### src/hw/rtl/plc_pkg.sv
`default_nettype none

package plc_pkg;

    // Request actions as they arrive on the action field.
    typedef enum logic [2:0] {
        ACT_ADD_FRONT    = 3'd0,
        ACT_ADD_REAR     = 3'd1,
        ACT_REMOVE_FRONT = 3'd2,
        ACT_REMOVE_REAR  = 3'd3,
        ACT_INSERT_AT    = 3'd4,
        ACT_REMOVE_AT    = 3'd5
    } action_t;

    // Result status codes.
    typedef enum logic [1:0] {
        ST_OK    = 2'd0,
        ST_UNDER = 2'd1,
        ST_RANGE = 2'd2,
        ST_OVER  = 2'd3
    } status_t;

    localparam int ACTION_W   = 3;
    localparam int POSITION_W = 7;
    localparam int VALUE_W    = 32;
    localparam int LENGTH_W   = 7;

    // Shift command broadcast to every cell of the row.
    typedef struct packed {
        logic shift_ins;  // open a hole at the index and write the new element there
        logic shift_del;  // close the gap at the index, later cells move toward the front
    } ctl_t;

endpackage

`default_nettype wire

### src/hw/rtl/plc_cell.sv
`default_nettype none

module plc_cell #(
    parameter int ELEM_WIDTH = 32,
    parameter int IDX_W      = 6,
    parameter int CELL_INDEX = 0
) (
    input  wire                   clk,
    input  wire plc_pkg::ctl_t    ctl,
    input  wire [IDX_W-1:0]       idx,
    input  wire [ELEM_WIDTH-1:0]  new_elem,
    input  wire [ELEM_WIDTH-1:0]  left_data,
    input  wire [ELEM_WIDTH-1:0]  right_data,
    output logic [ELEM_WIDTH-1:0] data,
    output logic [ELEM_WIDTH-1:0] tap
);
    import plc_pkg::*;

    localparam logic [IDX_W:0] MY_INDEX = (IDX_W + 1)'(CELL_INDEX);

    logic [ELEM_WIDTH-1:0] data_reg;
    logic [ELEM_WIDTH-1:0] data_next;
    logic                  at_idx;
    logic                  after_idx;

    assign at_idx    = ({1'b0, idx} == MY_INDEX);
    assign after_idx = (MY_INDEX > {1'b0, idx});

    // Each cell either holds, takes its front neighbor, takes its rear
    // neighbor, or takes the incoming element.
    always_comb
    begin
        data_next = data_reg;
        if (ctl.shift_ins)
        begin
            if (after_idx)
            begin
                data_next = left_data;
            end
            else if (at_idx)
            begin
                data_next = new_elem;
            end
        end
        else if (ctl.shift_del && (after_idx || at_idx))
        begin
            data_next = right_data;
        end
    end

    always_ff @(posedge clk)
    begin
        data_reg <= data_next;
    end

    assign data = data_reg;
    // The element leaving the row shows up on this cell's tap only.
    assign tap  = (ctl.shift_del && at_idx) ? data_reg : '0;

endmodule

`default_nettype wire

### config.mk
export PLATFORM = sky130hd
export DESIGN_NAME = plc_cell
export DESIGN_NICKNAME = d
export VERILOG_FILES = /design/src/hw/rtl/plc_pkg.sv /design/src/hw/rtl/plc_cell.sv
export SDC_FILE = /design/constraint.sdc
export NUM_CORES = 1
export LEC_CHECK = 0
export BUFFER_PORTS_ARGS = -buffer_cell sky130_fd_sc_hd__buf_4
export CORE_MARGIN = 4
export CORE_UTILIZATION = 36
export CTS_CLUSTER_SIZE = 24
export DETAILED_ROUTE_END_ITERATION = 10
export PLACE_DENSITY = 0.8
export SYNTH_ARGS = -nofsm -noshare
export SYNTH_HDL_FRONTEND = slang
export SYNTH_SLANG_ARGS = --single-unit
### constraint.sdc
create_clock -name clk -period 3.22 [get_ports clk]
set_clock_uncertainty 0.15 [all_clocks]
set_input_delay 0.966 -clock clk [delete_from_list [all_inputs] [get_ports clk]]
set_output_delay 0.966 -clock clk [all_outputs]
set_load 0.02 [all_outputs]
==> impl.org <==
** Floorplan
- The initial utilization of the core area, before any placement, comes to 0.3837.
- Number of primary I/O pins :: 169
- Height of the die :: 77.06 um
- The die covers 0.005937 sq mm.
- Core box area :: 0.004474 sq mm
- Number of core rows :: 24
- Die X-Extent :: 77.06 um

** Routing
- In this run the remaining antenna-violating nets after routing total 0.
- Router iterations before antenna repair :: 4
- After detailed routing, the average wire length per cell comes to 17.44 um.
- Total via count after detailed routing :: 1538
- Overall routed net length :: 5.214 mm
- After detailed routing, the number of vias per cell comes to 5.144.
- Number of DRC markers in iteration 0 :: 14
- DRC violation count after routing :: 0

** Power
- Cell internal power was estimated by the tool at 784.9 uW.
- Leak pwr :: 1.295 nW
- Of the total power, registers draw 0.473.
- Of the total power, the share spent switching nets is 0.2052.
- Peak supply drop :: 245.1 uV
- Of the total power, combinational logic draws 0.146.
- Clock Power Share :: 0.381
- In this run the power density over the cells is 341.7 mW/mm^2.
- For this design the total switching power over the nets is 202.6 uW.

** Global route
- Total track usage :: 0.1705
- The first global-routing pass estimated 7.790 mm of wire.
- The number of global-route vias before repair came to 1583.
- Summed over all layers, the global routing overflow is 0.
- Entering global routing, the biggest net connects 34 pins.
- Initial antenna violation count :: 0

** Worst setup path
- Max Fanout on Critical Path :: 33
- Kind of end point of the critical path :: output pin
- The worst setup path is of the in -> out kind.
- Crit path arrival time :: 1970 ps
- Type of origin of the critical path :: primary input
- Worst Path Required :: 2100 ps

** Placement
- The count of buffers added on input and output ports is 136.
- Final RePlAce weighted congestion :: 0.7000
- Minimum setup slack after placement :: 125.9 ps

** Layout
- Count of fill cells added during filler insertion :: 375
- Number of antenna diodes :: 0
- Growth of design area from synthesis to finish :: 68.37%
- Number of nets at the end of the flow :: 351
- Largest register FFs :: 32
- Fraction of layout cells with a size suffix above 1 :: 0.7409

** Timing
- The hold violation count in the final report was 0.
- The final number of max-transition violations came to 0.
- RSZ-0062 raised after global routing :: false
- Maximum clock frequency :: 323.6 MHz
- TNS Setup :: 0 ps
- The routed design could run at a clock period as short as 3090 ps.
- Measured against its own limit, the worst slew margin works out to 0.7193.
- Setup violations remaining at the end of the flow were counted as 0.
- Of the available clock period, the critical path in the final layout requires 0.9598.
- The worst path meets setup with 129.5 ps of slack.
- For the pin with the worst max-slew slack, the measured transition is 421.0 ps.

** Clocking
- The longest clock path from root to sink contains 2 buffers.
- Clock buffer count from CTS :: 5
- Number of sinks on the clock net :: 32
- Post-CTS sizing :: 0
- Buffers inserted during post-CTS setup optimization :: 0
- CTS tree :: yes
- Clock-pin slew was measured on the worst setup and hold paths at 70 ps.
- The clock tree synthesis step divided the H-tree into 2 levels.
- Hold buffer count at cts :: 0
- Clock Root Buffer :: sky130_fd_sc_hd__clkbuf_8

** Outcome
- The run finished with clean final reports.

** Yosys
- Top post-synthesis cells by area :: sky130_fd_sc_hd__edfxtp_1 (56%), sky130_fd_sc_hd__mux2_2 (21%), sky130_fd_sc_hd__and4_1 (15%), sky130_fd_sc_hd__buf_6 (2.0%), sky130_fd_sc_hd__and4_2 (1.7%)
- Number of synthesized register bits :: 32
- Number of warnings issued by yosys :: 0
- Yosys top cell by area :: sky130_fd_sc_hd__edfxtp_1
- The share of synthesized area in the top cell type comes to 0.5598.
- Library cells used by synthesis :: 10
- Share of synthesized area occupied by flip-flops and latches :: 0.5598
- Syn_nets :: 217
- Area of the mapped netlist :: 0.001717 sq mm
- After synthesis, the mean cell area works out to 15.33 sq um.
- Post-synthesis cell count :: 112

** Hold path
- Path class of the lowest-slack min-delay path :: in -> reg
- Along the worst hold path, the cell count comes to 2.

** Run
- MaxCap Viol Count :: 0
[path summary, 6_finish.rpt]
check / slack, ps / end / start
worst max-delay path: 130 / tap[31] / idx[1]
worst min-delay path: 820 / data[0] / right_data[0]
[placed cells by master, fill, tap and decap left out, drive strengths merged]
master	count
buf	140
bufinv	1
and4	32
nor2	1
clkbuf	5
edfxtp	32
mux2	32
o211a	1
nor4	1
clkinv	2
[power by group through the flow]
stage	clock network (mW)	logic [mW]	registers (mW)
2_1_floorplan	0	0.0552	0.481
3_3_place_gp	0	0.142	0.476
3_5_place_dp	0	0.146	0.477
4_1_cts	0.384	0.146	0.467
5_1_grt	0.400	0.156	0.468
6_report	0.376	0.144	0.467
[cells in the mapped netlist, drive strengths merged]
master,count
clkbuf,6
edfxtp,32
nor4,1
o211a,1
nor2,1
mux2,32
and4,32
buf,7
[layer usage]
layer  vias up  global-route usage  wire [um]
met2        71              0.3127       2814
met1       733              0.1705       1775
met4         0             0.05872         68
met3         6             0.07494        556
li1        728                   -          -
met5         -                   0          0
[layout make-up]
cell class              count  area (sq um)  share of cell area
repair buffers            140          1076              0.3723
flip-flops and latches     32         960.9              0.3325
multi-input cells          67         681.9              0.2359
clock buffers               5         68.82             0.02381
well taps                  52         65.06             0.02251
clock inverters             3         37.54             0.01299
[critical path, cell delays in order]
cell                     delay, ps
sky130_fd_sc_hd__buf_4         120
sky130_fd_sc_hd__nor4_4        310
sky130_fd_sc_hd__buf_12        210
sky130_fd_sc_hd__and4_2        230
sky130_fd_sc_hd__buf_4         140
[metrics by stage]
stage / std cells / hold WS, ps / area, sq um / util / total power, mW
2_1_floorplan: 112 / 1036 / 1717 / - / 0.5364
3_3_place_gp: 291 / 1119 / 2784 / 0.6222 / 0.6183
3_5_place_dp: 291 / 1122 / 2784 / 0.6222 / 0.6224
4_1_cts: 299 / 821.1 / 2890 / 0.6460 / 0.9977
5_1_grt: 299 / 823.4 / 2890 / 0.6460 / 1.024
6_report: 299 / 824.3 / 2890 / 0.6460 / 0.9875
[cells by family (layout without fill, tap and decap cells)]
family	count (synthesis)	in the layout	synth area share
compound gates	1	1	0.005831
mux	32	32	0.2099
simple gates	34	34	0.1800
flops	32	32	0.5598
buf+inv	13	148	0.04446
(Power assumes the default switching activity.)
